[src/rtl/pmsfp_pkg.sv]
// Shared constants and types for the particulate sensor frame parser.
// No dependencies; every other file of the block imports this package.
`timescale 1ns / 1ps

package pmsfp_pkg;

  localparam int unsigned FRAME_BYTES_DEF = 32;
  localparam int unsigned WORD_COUNT_DEF  = 15;

  localparam int unsigned BYTE_W  = 8;
  localparam int unsigned WORD_W  = 16;
  localparam int unsigned INDEX_W = 4;
  localparam int unsigned SUM_W   = 16;

  localparam logic [BYTE_W-1:0] START_BYTE = 8'h42;

  // Word record handed from the front to the back through the queue.
  typedef struct packed {
    logic [INDEX_W-1:0] index;
    logic [WORD_W-1:0]  value;
    logic               last;
    logic [SUM_W-1:0]   sum;
  } word_rec_t;

endpackage

[src/rtl/pmsfp_byte_if.sv]
// Byte channel carrying one received serial byte per beat.
// Depends on pmsfp_pkg.
`timescale 1ns / 1ps

interface pmsfp_byte_if;
  import pmsfp_pkg::*;

  logic              valid;
  logic              ready;
  logic [BYTE_W-1:0] rx_byte;

  modport source (output valid, output rx_byte, input ready);
  modport sink   (input valid, input rx_byte, output ready);
endinterface

[src/rtl/pmsfp_word_if.sv]
// Word channel carrying one parsed frame word per beat.
// Depends on pmsfp_pkg.
`timescale 1ns / 1ps

interface pmsfp_word_if;
  import pmsfp_pkg::*;

  logic               valid;
  logic               ready;
  logic [INDEX_W-1:0] word_index;
  logic [WORD_W-1:0]  word_value;
  logic               last_word;
  logic               checksum_ok;

  modport source (output valid, output word_index, output word_value,
                  output last_word, output checksum_ok, input ready);
  modport sink   (input valid, input word_index, input word_value,
                  input last_word, input checksum_ok, output ready);
endinterface

[src/rtl/pmsfp_front.sv]
// Front end: hunts for the start byte, tracks the byte position, keeps the
// running sum and assembles byte pairs into word records. Depends on pmsfp_pkg.
`timescale 1ns / 1ps

module pmsfp_front #(
  parameter int unsigned FRAME_BYTES = pmsfp_pkg::FRAME_BYTES_DEF,
  parameter int unsigned WORD_COUNT  = pmsfp_pkg::WORD_COUNT_DEF
) (
  input  logic                clk_i,
  input  logic                rst_ni,
  pmsfp_byte_if.sink          byte_i,
  input  logic                q_full_i,
  output logic                q_push_o,
  output pmsfp_pkg::word_rec_t q_rec_o
);
  import pmsfp_pkg::*;

  localparam int unsigned POS_MAX =
      (FRAME_BYTES > 2 * WORD_COUNT + 1) ? FRAME_BYTES : 2 * WORD_COUNT + 1;
  localparam int unsigned POS_W = $clog2(POS_MAX + 1);

  localparam logic [POS_W-1:0] SUM_END    = POS_W'(2 * WORD_COUNT);
  localparam logic [POS_W-1:0] LAST_IDX   = POS_W'(WORD_COUNT - 1);
  localparam logic [POS_W-1:0] FRAME_END  = POS_W'(FRAME_BYTES);
  localparam logic [POS_W-1:0] FIRST_LOW  = POS_W'(3);
  localparam logic [POS_W-1:0] FIRST_HIGH = POS_W'(2);
  localparam logic [POS_W-1:0] POS_ONE    = POS_W'(1);

  logic               in_frame_q, in_frame_d;
  logic [POS_W-1:0]   pos_q, pos_d;
  logic [SUM_W-1:0]   sum_q, sum_d;
  logic [BYTE_W-1:0]  high_q, high_d;

  logic               accept;
  logic               high_slot;
  logic               low_slot;
  logic [POS_W-1:0]   idx_full;
  logic [POS_W-1:0]   pos_inc;
  logic               is_last;

  // A byte is taken whenever the queue has room, so bytes that make no word
  // never wait on the back end beyond a full queue.
  assign byte_i.ready = !q_full_i;
  assign accept       = byte_i.valid && byte_i.ready;

  assign high_slot = !pos_q[0] && (pos_q >= FIRST_HIGH);
  assign low_slot  = pos_q[0] && (pos_q >= FIRST_LOW);
  assign idx_full  = (pos_q - FIRST_LOW) >> 1;
  assign is_last   = (idx_full == LAST_IDX);
  assign pos_inc   = pos_q + POS_ONE;

  always_comb begin
    in_frame_d = in_frame_q;
    pos_d      = pos_q;
    sum_d      = sum_q;
    high_d     = high_q;
    q_push_o   = 1'b0;

    q_rec_o.index = idx_full[INDEX_W-1:0];
    q_rec_o.value = {high_q, byte_i.rx_byte};
    q_rec_o.last  = is_last;
    q_rec_o.sum   = sum_q;

    if (accept) begin
      if (!in_frame_q) begin
        if (byte_i.rx_byte == START_BYTE) begin
          in_frame_d = 1'b1;
          pos_d      = POS_ONE;
          sum_d      = SUM_W'(START_BYTE);
          high_d     = '0;
        end
      end else begin
        if (pos_q < SUM_END) begin
          sum_d = sum_q + SUM_W'(byte_i.rx_byte);
        end
        q_rec_o.sum = sum_d;
        if (high_slot) begin
          high_d = byte_i.rx_byte;
        end
        q_push_o = low_slot;
        if (low_slot && is_last) begin
          in_frame_d = 1'b0;
          pos_d      = '0;
        end else if (pos_inc >= FRAME_END) begin
          // Frame too short to reach the checksum word: dropped silently.
          in_frame_d = 1'b0;
          pos_d      = '0;
        end else begin
          pos_d = pos_inc;
        end
      end
    end
  end

  always_ff @(posedge clk_i or negedge rst_ni) begin
    if (!rst_ni) begin
      in_frame_q <= 1'b0;
      pos_q      <= '0;
      sum_q      <= '0;
      high_q     <= '0;
    end else begin
      in_frame_q <= in_frame_d;
      pos_q      <= pos_d;
      sum_q      <= sum_d;
      high_q     <= high_d;
    end
  end

endmodule

[src/rtl/pmsfp_queue.sv]
// Two-entry queue of word records between the front and the back end.
// Depends on pmsfp_pkg.
`timescale 1ns / 1ps

module pmsfp_queue (
  input  logic                 clk_i,
  input  logic                 rst_ni,
  input  logic                 push_i,
  input  pmsfp_pkg::word_rec_t rec_i,
  output logic                 full_o,
  input  logic                 pop_i,
  output logic                 valid_o,
  output pmsfp_pkg::word_rec_t rec_o
);
  import pmsfp_pkg::*;

  word_rec_t  mem_q [2];
  logic       wr_ptr_q, rd_ptr_q;
  logic [1:0] count_q;
  logic       do_push, do_pop;

  assign full_o  = count_q[1];
  assign valid_o = (count_q != 2'd0);
  assign rec_o   = mem_q[rd_ptr_q];
  assign do_push = push_i && !full_o;
  assign do_pop  = pop_i && valid_o;

  always_ff @(posedge clk_i) begin
    if (do_push) begin
      mem_q[wr_ptr_q] <= rec_i;
    end
  end

  always_ff @(posedge clk_i or negedge rst_ni) begin
    if (!rst_ni) begin
      wr_ptr_q <= 1'b0;
      rd_ptr_q <= 1'b0;
      count_q  <= 2'd0;
    end else begin
      if (do_push) begin
        wr_ptr_q <= !wr_ptr_q;
      end
      if (do_pop) begin
        rd_ptr_q <= !rd_ptr_q;
      end
      unique case ({do_push, do_pop})
        2'b10:   count_q <= count_q + 2'd1;
        2'b01:   count_q <= count_q - 2'd1;
        default: count_q <= count_q;
      endcase
    end
  end

endmodule

[src/rtl/pmsfp_back.sv]
// Back end: checks the checksum word against the running sum and holds each
// result in an output register until the sink takes it. Depends on pmsfp_pkg.
`timescale 1ns / 1ps

module pmsfp_back (
  input  logic                 clk_i,
  input  logic                 rst_ni,
  input  logic                 q_valid_i,
  input  pmsfp_pkg::word_rec_t q_rec_i,
  output logic                 q_pop_o,
  pmsfp_word_if.source         word_o
);
  import pmsfp_pkg::*;

  logic               valid_q;
  logic [INDEX_W-1:0] index_q;
  logic [WORD_W-1:0]  value_q;
  logic               last_q;
  logic               ok_q;

  assign q_pop_o = q_valid_i && (!valid_q || word_o.ready);

  assign word_o.valid       = valid_q;
  assign word_o.word_index  = index_q;
  assign word_o.word_value  = value_q;
  assign word_o.last_word   = last_q;
  assign word_o.checksum_ok = ok_q;

  always_ff @(posedge clk_i) begin
    if (q_pop_o) begin
      index_q <= q_rec_i.index;
      value_q <= q_rec_i.value;
      last_q  <= q_rec_i.last;
      ok_q    <= q_rec_i.last && (q_rec_i.sum == q_rec_i.value);
    end
  end

  always_ff @(posedge clk_i or negedge rst_ni) begin
    if (!rst_ni) begin
      valid_q <= 1'b0;
    end else if (q_pop_o) begin
      valid_q <= 1'b1;
    end else if (word_o.ready) begin
      valid_q <= 1'b0;
    end
  end

endmodule

[src/rtl/pm_sensor_frame_parser_core.sv]
// Top level of the particulate sensor frame parser: front end, word queue and
// back end. Depends on pmsfp_pkg, pmsfp_byte_if, pmsfp_word_if and submodules.
//
//   Port     Dir  Beat carries
//   byte_i   in   rx_byte (one received serial byte)
//   word_o   out  word_index, word_value, last_word, checksum_ok
//
// One byte is taken per cycle while the queue is not full; a word passes from
// the front end through the queue to the output register that drives word_o.
// byte_i.ready drops only while the two-entry queue is full.
// A stall on word_o backs up into the queue; the front end keeps taking bytes
// until the queue fills. Reset puts the parser back to hunting for a start byte.
`timescale 1ns / 1ps

module pm_sensor_frame_parser_core #(
  parameter int unsigned FRAME_BYTES = pmsfp_pkg::FRAME_BYTES_DEF,
  parameter int unsigned WORD_COUNT  = pmsfp_pkg::WORD_COUNT_DEF
) (
  input  logic          clk_i,
  input  logic          rst_ni,
  pmsfp_byte_if.sink    byte_i,
  pmsfp_word_if.source  word_o
);
  import pmsfp_pkg::*;

  logic      q_push;
  logic      q_full;
  logic      q_pop;
  logic      q_valid;
  word_rec_t q_in_rec;
  word_rec_t q_out_rec;

  pmsfp_front #(
    .FRAME_BYTES (FRAME_BYTES),
    .WORD_COUNT  (WORD_COUNT)
  ) u_front (
    .clk_i    (clk_i),
    .rst_ni   (rst_ni),
    .byte_i   (byte_i),
    .q_full_i (q_full),
    .q_push_o (q_push),
    .q_rec_o  (q_in_rec)
  );

  pmsfp_queue u_queue (
    .clk_i   (clk_i),
    .rst_ni  (rst_ni),
    .push_i  (q_push),
    .rec_i   (q_in_rec),
    .full_o  (q_full),
    .pop_i   (q_pop),
    .valid_o (q_valid),
    .rec_o   (q_out_rec)
  );

  pmsfp_back u_back (
    .clk_i     (clk_i),
    .rst_ni    (rst_ni),
    .q_valid_i (q_valid),
    .q_rec_i   (q_out_rec),
    .q_pop_o   (q_pop),
    .word_o    (word_o)
  );

`ifndef SYNTHESIS
  a_no_push_when_full: assert property (@(posedge clk_i) disable iff (!rst_ni)
    !(q_push && q_full))
    else $error("word queue written while full");

  a_ok_only_on_last: assert property (@(posedge clk_i) disable iff (!rst_ni)
    (word_o.valid && word_o.checksum_ok) |-> word_o.last_word)
    else $error("checksum_ok set on a word that is not the last");

  a_queue_drains: assert property (@(posedge clk_i) disable iff (!rst_ni)
    (q_valid && !word_o.valid) |=> word_o.valid)
    else $error("queued word not moved to the output register");
`endif

endmodule
[src/flat_wrapper.sv]
// flat-port wrapper written by rule: the top's interface ports become plain ports
module pm_sensor_frame_parser_core_flat import pmsfp_pkg::*;
#(
  parameter int unsigned FRAME_BYTES = pmsfp_pkg::FRAME_BYTES_DEF,
  parameter int unsigned WORD_COUNT  = pmsfp_pkg::WORD_COUNT_DEF
)
  (clk_i, rst_ni, byte_i_valid, byte_i_rx_byte, byte_i_ready, word_o_valid, word_o_word_index, word_o_word_value, word_o_last_word, word_o_checksum_ok, word_o_ready);
  pmsfp_byte_if byte_i_i ();
  pmsfp_word_if word_o_i ();
  input  logic clk_i;
  input  logic rst_ni;
  input wire logic [$bits(byte_i_i.valid)-1:0] byte_i_valid;
  input wire logic [$bits(byte_i_i.rx_byte)-1:0] byte_i_rx_byte;
  output wire logic [$bits(byte_i_i.ready)-1:0] byte_i_ready;
  output wire logic [$bits(word_o_i.valid)-1:0] word_o_valid;
  output wire logic [$bits(word_o_i.word_index)-1:0] word_o_word_index;
  output wire logic [$bits(word_o_i.word_value)-1:0] word_o_word_value;
  output wire logic [$bits(word_o_i.last_word)-1:0] word_o_last_word;
  output wire logic [$bits(word_o_i.checksum_ok)-1:0] word_o_checksum_ok;
  input wire logic [$bits(word_o_i.ready)-1:0] word_o_ready;
  assign byte_i_i.valid = byte_i_valid;
  assign byte_i_i.rx_byte = byte_i_rx_byte;
  assign byte_i_ready = byte_i_i.ready;
  assign word_o_valid = word_o_i.valid;
  assign word_o_word_index = word_o_i.word_index;
  assign word_o_word_value = word_o_i.word_value;
  assign word_o_last_word = word_o_i.last_word;
  assign word_o_checksum_ok = word_o_i.checksum_ok;
  assign word_o_i.ready = word_o_ready;
  pm_sensor_frame_parser_core #(.FRAME_BYTES(FRAME_BYTES), .WORD_COUNT(WORD_COUNT)) u_core (.clk_i(clk_i), .rst_ni(rst_ni), .byte_i(byte_i_i), .word_o(word_o_i));
endmodule
[config.mk]
export PLATFORM = sky130hd
export DESIGN_NAME = pm_sensor_frame_parser_core_flat
export DESIGN_NICKNAME = d
export VERILOG_FILES = /design/src/rtl/pmsfp_pkg.sv /design/src/rtl/pmsfp_byte_if.sv /design/src/rtl/pmsfp_word_if.sv /design/src/rtl/pmsfp_front.sv /design/src/rtl/pmsfp_queue.sv /design/src/rtl/pmsfp_back.sv /design/src/rtl/pm_sensor_frame_parser_core.sv /design/src/flat_wrapper.sv
export SDC_FILE = /design/constraint.sdc
export NUM_CORES = 1
export LEC_CHECK = 0
export ABC_AREA = 1
export BUFFER_PORTS_ARGS = -buffer_cell sky130_fd_sc_hd__clkbuf_2
export CORE_ASPECT_RATIO = 0.6
export CORE_UTILIZATION = 61
export DETAILED_ROUTE_END_ITERATION = 8
export HOLD_SLACK_MARGIN = 0.12
export PLACE_DENSITY_LB_ADDON = 0.15
export RECOVER_POWER = 100
export SLEW_MARGIN = 0
export SYNTH_ARGS = -nofsm -noshare
export SYNTH_HDL_FRONTEND = slang
export SYNTH_HIERARCHICAL = 1
export SYNTH_SLANG_ARGS = --single-unit
[constraint.sdc]
create_clock -name clk_i -period 3.9 [get_ports clk_i]
set_clock_uncertainty 0.2 [all_clocks]
set_input_delay 0.585 -clock clk_i [delete_from_list [all_inputs] [get_ports clk_i]]
set_output_delay 0.585 -clock clk_i [all_outputs]
set_load 0.01 [all_outputs]
# Word-level counts from Yosys, hierarchy flattened
# Memories as Yosys holds them, arrays and structs flattened.
# Cells that the tools add are included.
totals:
  regBits: 58
  in_bits: 12
  mem_count: 1
  mem_bits_rw: 74
  out_inout_bits: 24
  wordCells: 71
classes:
  n_lt_le_gt_ge: 4
  n_mux: 23
  n_addsub: 5
  n_eq_ne: 6
  reduce_logical: 20
memory_table:
  columns: ["name", "depth", "word_bits", "read_ports", "rd_ports_with_merged_regs", "write_ports", "line", "source"]
  rows:
  - ["u_core.u_queue.mem_q", 2, 37, 1, 0, 1, "pmsfp_queue.sv:17", "word_rec_t mem_q [2];"]
op_table:
  columns: ["operator", "count"]
  rows:
  - ["16-bit 2-to-1 mux", 5]
  - ["6-bit 2-to-1 mux", 4]
  - ["8-bit 2-to-1 mux", 3]
  - ["16-bit by 8-bit adder with 16-bit output", 1]
  - ["16-bit == test", 1]
  - ["6-bit by 2-bit >= comparator with 1-bit output (second input constant)", 2]
  - ["1-bit 2-to-1 mux", 10]
  - ["8-bit by 7-bit == test with 1-bit output (second input constant)", 1]
  - ["1-bit logical AND", 8]
  - ["2-bit nonzero test", 4]
  - ["6-bit by 1-bit adder with 6-bit output (second input constant)", 1]
  - ["6-bit >= comparator (second input constant)", 1]
  - ["6-bit by 5-bit < comparator with 1-bit output (second input constant)", 1]
  - ["6-bit by 2-bit subtractor with 6-bit output (second input constant)", 1]
  - ["5-bit by 4-bit == test with 1-bit output (second input constant)", 1]
  - ["1-bit zero test", 5]
  - ["2-bit case mux with 2 select lines", 1]
  - ["3-bit AND reduction", 1]
  - ["2-bit by 1-bit adder with 2-bit output (second input constant)", 1]
  - ["2-bit by 1-bit == test with 1-bit output (second input constant)", 1]
  - ["2-bit == test (second input constant)", 1]
  - ["2-bit by 1-bit inequality test with 1-bit output (second input constant)", 1]
  - ["2-bit AND reduction", 1]
  - ["2-bit by 1-bit subtractor with 2-bit output (second input constant)", 1]
  - ["1-bit logical OR", 1]

# Logic depth before layout (Yosys ltp)
depth:
  depth_word: 7
  mapped_depth: 13

# Modules after synthesis
# The synthesis kept the hierarchy.
by_module_without_submodules:
  columns: ["mod", "instances", "cells_per_inst", "area_each_um2", "seq_area_each_um2"]
  rows:
  - ["pmsfp_queue", 1, 221, 2922.8, 2322.2]
  - ["pmsfp_front", 1, 353, 2371.0, 775.7]
  - ["pmsfp_back", 1, 91, 982.2, 685.7]

# Worst setup path after synthesis
# OpenSTA, ideal clock, no wires.
synth_path:
  path_type: "input to register"
  from: "input port byte_i_valid"
  to: "memory u_core/u_queue/mem_q[0][0] (netlist bit) (enable)"
  stages: 7
  arrival_ns: 2.876
  path_buffers: 1
  slack_ns: 0.393
  required_time_ns: 3.269
  path_cell_list: "nand2_1 -> nor2_4 -> inv_2 -> clkbuf_1 -> nor2_1 -> nand2_1 -> nor2_1"
synth_via:
  elab_chain_cells: 5
synth_rtl:
  columns: ["item", "line", "source"]
  rows:
  - ["from (decl)", "flat_wrapper.sv:12", "input wire logic [$bits(byte_i_i.valid)-1:0] byte_i_valid;"]
  - ["1-bit logical AND", "pmsfp_front.sv:44", "assign accept = byte_i.valid && byte_i.ready;"]
  - ["1-bit 2-to-1 mux", "pmsfp_front.sv:64", "if (accept) begin"]
  - ["via u_core.q_push", "pm_sensor_frame_parser_core.sv:26", "logic q_push;"]
  - ["1-bit logical AND", "pmsfp_queue.sv:25", "assign do_push = push_i && !full_o;"]
  - ["1-bit 2-to-1 mux", "pmsfp_queue.sv:29", "if (do_push) begin"]
  - ["1-bit 2-to-1 mux (implied by the code)", "pmsfp_queue.sv:30", "mem_q[wr_ptr_q] <= rec_i;"]
  - ["to (decl)", "pmsfp_queue.sv:17", null]
# The timed path passes the listed nets, and every way through them passes these cells.

# Final worst setup path
layout_path:
  from: "register u_core.u_front.in_frame_q"
  to: "memory u_core/u_queue/mem_q[0][4] (netlist bit) (enable)"
layout_via:
  elab_chain_cells: 5
layout_rtl:
  columns: ["item", "line", "source"]
  rows:
  - ["from (decl)", "pmsfp_front.sv:29", "logic in_frame_q, in_frame_d;"]
  - ["from (signal assigned)", "pmsfp_front.sv:102", "in_frame_q <= in_frame_d;"]
  - ["1-bit 2-to-1 mux", "pmsfp_front.sv:65", "if (!in_frame_q) begin"]
  - ["1-bit 2-to-1 mux", "pmsfp_front.sv:64", null]
  - ["via u_core.q_push", "pm_sensor_frame_parser_core.sv:26", null]
  - ["1-bit logical AND", "pmsfp_queue.sv:25", null]
  - ["1-bit 2-to-1 mux", "pmsfp_queue.sv:29", null]
  - ["1-bit 2-to-1 mux (implied by the code)", "pmsfp_queue.sv:30", null]
# The timed path passes the listed nets, and every way through them passes these cells.

==> summary.txt <==
Run status
  – Outcome: finished with violations
  – Failing checks: max-capacitance violations, max-slew violations

Synthesis
  – Synth Instances: 665
  – Cell accounting for the most synthesized area: edfxtp_1
  – Mapped Avg Cell Area: about 9.4 um2
  – Register area share after synthesis: 60.3%
  – Syn. warnings: 6
  – Post-synthesis cell area: 0.00628 mm2
  – Asr flop ratio synth: 27.3%
  – Yosys reg bits: 132
  – Ys flop type: edfxtp_1
  – Post-Syn Nets: 689
  – EDFF count, synth: between 90 and 100
  – Synth cell types: 34
  – Main area contributors after synthesis: edfxtp_1 46%, nand2_1 16%, dfrtp_1 14%
  – Yosys top cell area share: 45.9%

Drt
  – DR WL/cell: 17.4 um
  – DR vias/cell: 5.69
  – WL final: 14700 um
  – Via count: between 4000 and 5000
  – # DRC: 0
  – DRT antenna net count: 0
  – DR iter-0 viols: between 400 and 500
  – Drt first pass iters: 5

Worst setup path
  – Worst Setup Start Kind: register
  – Worst R2R Setup Slack: 800 ps
  – FF-to-FF End: u_core/u_queue/mem_q[0][4]
  – Arrival time worst endpoint: about 3000 ps
  – FF-to-FF Start: u_core/u_front/in_frame_q
  – Crit path kind: reg -> reg
  – Cells on worst reg2reg path: 7
  – Worst-path cell chain: inv_1, nor2_4, inv_1, nor2_1, nand2_1, nor2_4, clkbuf_2
  – Worst setup EP type: register
  – Worst Path Buf+Inv: 3
  – Crit path largest cell delay: 790 ps
  – Critical-path top delay cell: clkbuf_2
  – Kind of cell adding the most delay to the critical path: buffers and inverters
  – CP max FO: 37
  – WP data required: 3730 ps

STA
  – Worst-Margin Slew: 2120 ps
  – Post-route clock period utilization: approximately four fifths
  – Final setup violation count: 0
  – RSZ-0062 raised after global routing: false
  – Peak Freq: 0.322 GHz
  – Fin crit period: 3100 ps
  – Relative slew slack: -41.2%
  – Fin Hold WS: 243 ps
  – Final hold vios: 0
  – Final WS setup: 797 ps
  – Max-slew violations: 37
  – Final TNS setup: 0 ps

CTS
  – Clock buffer count from CTS: 17
  – Htree depth: 4
  – Postcts setup bufs: 0
  – Root Buffer: clkbuf_16
  – Worst-path clk slew: about 60 ps
  – Latest clock arrival within the worst-skew pair: 410 ps
  – CTS Sinks: 132
  – CTS tree: built
  – Post-CTS Hold Buffers: 0
  – Post-CTS sizing: 0
  – Clock buffer depth: 2

Floorplanning
  – Die width: around 130 um
  – Die area: between 0.01 and 0.015 mm2
  – Core ar.: slightly below 0.01 mm2
  – Initial Utilization: roughly 63%
  – # IOs: 36
  – Die Ht: 80.6 um
  – Site row count: 28

Flow run
  – Max-cap violation count: 1

Placed design
  – Placed cell area: 0.00649 mm2
  – Hpwl dp: 9710 um
  – Pre-CTS setup slack: 1010 ps
  – Placer Congestion: between 0.8 and 0.9
  – Port bufs: 35
  – Inst Count DP: just over 800

Power
  – Sequential group share of total power: 38.1%
  – Peak supply drop: 393 uV
  – Static Leak: ~3.1 nW
  – Total power: about 5.3 mW
  – Switch Pwr: 2.07 mW
  – Comb power frac: between 30% and 40%
  – Pwr/cell area: 763 mW/mm2
  – Internal power: about 3.3 mW
  – Switching share of total power: 38.9%
  – Clock Power Share: 28.9%

Cells and area
  – Most frequent cells in the layout: 269 x nand2_1, 96 x edfxtp_1, 61 x inv_1, 37 x nand3_1
  – N_diodes: 0
  – Final Cell Area: between 0.006 and 0.007 mm2
  – Final std cells w/o fill: 847
  – Area growth from synthesis to layout: 11.4%
  – Fin nets: 723
  – Final core occ: 70.5%
  – Ratio of cells with drive above 1 in the final layout: 7.16%
  – Most common cell after layout, fill and taps aside: nand2_1

Worst hold path
  – HP Start: word_o_ready
  – WHS Path Cells: 4
  – Worst Hold Endpoint: u_core/u_back/word_o.valid
  – Hold WC Path Type: in -> reg

Global routing
  – Largest net degree at the start of global routing: 40
  – Grt total ovfl: 0
  – GRT Resource Usage Total: 29.8%
  – Vias in the first global route: roughly 4500
  – Global-route wire length before repair: 23200 um
  – Initial antenna violation count: 0
## area by class of cell
class / instances / area, um2
inverter: 65 / 244
timing repair buffer: 41 / 166
fill: 743 / 2930
sequential: 132 / 3780
tap: 135 / 169
clock inverter: 14 / 140
clock buffer: 18 / 429
multi-input combinational: 442 / 2060
## layer usage
layer / GRT usage [%] / vias up / wire length [um]
met1: 42.6 / 2311 / 6740
met3: 6.82 / 18 / 1350
met5: 0 / - / 0
met4: 9.43 / 0 / 197
met2: 45.4 / 238 / 6410
li1: - / 2249 / -
## cells in the mapped netlist, types with 3 or more instances
library cell,count
buf_2,4
xnor2_1,3
edfxtp_1,96
nor2_1,35
inv_2,7
or2_2,3
nand4_1,13
o22ai_1,3
nand2_1,269
inv_1,58
dfrtp_1,36
nor3_1,4
nor4_1,4
ha_1,11
nand3_1,37
a21oi_1,11
o21ai_0,23
clkbuf_1,3
buf_4,14
buf_6,5
xor2_1,9
## worst reg2reg max path: cells and delay by family, from the launching register on
kind                   cells  cell delay (ps)
flip-flops                 1              540
buffers and inverters      3             1260
AND/OR/NAND/NOR            4              700
## sequential cells by signal (all words and copies together) (netlist names)
register                          flops
u_core/u_queue/mem_q                 74
u_core/u_front/sum_q                 16
u_core/u_back/word_o.valid            1
u_core/u_back/word_o.word_value      16
u_core/u_back/word_o.checksum_ok      1
u_core/u_back/word_o.last_word        1
u_core/u_back/word_o.word_index       4
u_core/u_front/in_frame_q             1
u_core/u_queue/count_q                2
u_core/u_queue/rd_ptr_q               1
u_core/u_front/high_q                 8
u_core/u_queue/wr_ptr_q               1
u_core/u_front/pos_q                  6
## kinds of logic (layout without fill, tap and decap cells)
logic type / Yosys count / in the layout / share of synthesized area [%]
AND/OR/NAND/NOR: 372 / 372 / 24.3
flip-flops: 132 / 132 / 60.3
buffers and inverters: 91 / 138 / 6.96
AO/OA/AOI/OAI: 46 / 46 / 4.25
adder cells (fa/ha/maj): 12 / 12 / 2.51
XOR/XNOR: 12 / 12 / 1.67
## worst max-delay path by stage
| stage | from | to | slack, ps | depth (start not counted) |
|---|---|---|---|---|
| floorplan | byte_i_valid | u_core/u_queue/mem_q[0][0] | 390 | 7 |
| global placement | byte_i_rx_byte[0] | u_core/u_queue/mem_q[0][10] | 1100 | 10 |
| detailed placement | byte_i_rx_byte[0] | u_core/u_queue/mem_q[1][10] | 1010 | 10 |
| CTS | u_core/u_queue/rd_ptr_q | u_core/u_back/word_o.checksum_ok | 1320 | 12 |
| global route | u_core/u_queue/rd_ptr_q | u_core/u_back/word_o.checksum_ok | 620 | 12 |
| finish | u_core/u_front/in_frame_q | u_core/u_queue/mem_q[0][4] | 800 | 7 |
## power groups by stage
| stage | clock network, mW | logic [mW] | registers [mW] |
|---|---|---|---|
| 2_1_floorplan | 0 | 1.25 | 2.06 |
| 3_3_place_gp | 0 | 1.71 | 2.03 |
| 3_5_place_dp | 0 | 1.76 | 2.04 |
| 4_1_cts | 1.56 | 1.78 | 2.02 |
| 5_1_grt | 1.61 | 1.98 | 2.06 |
| 6_report | 1.54 | 1.76 | 2.03 |
Power figures use the tool's default switching activity.
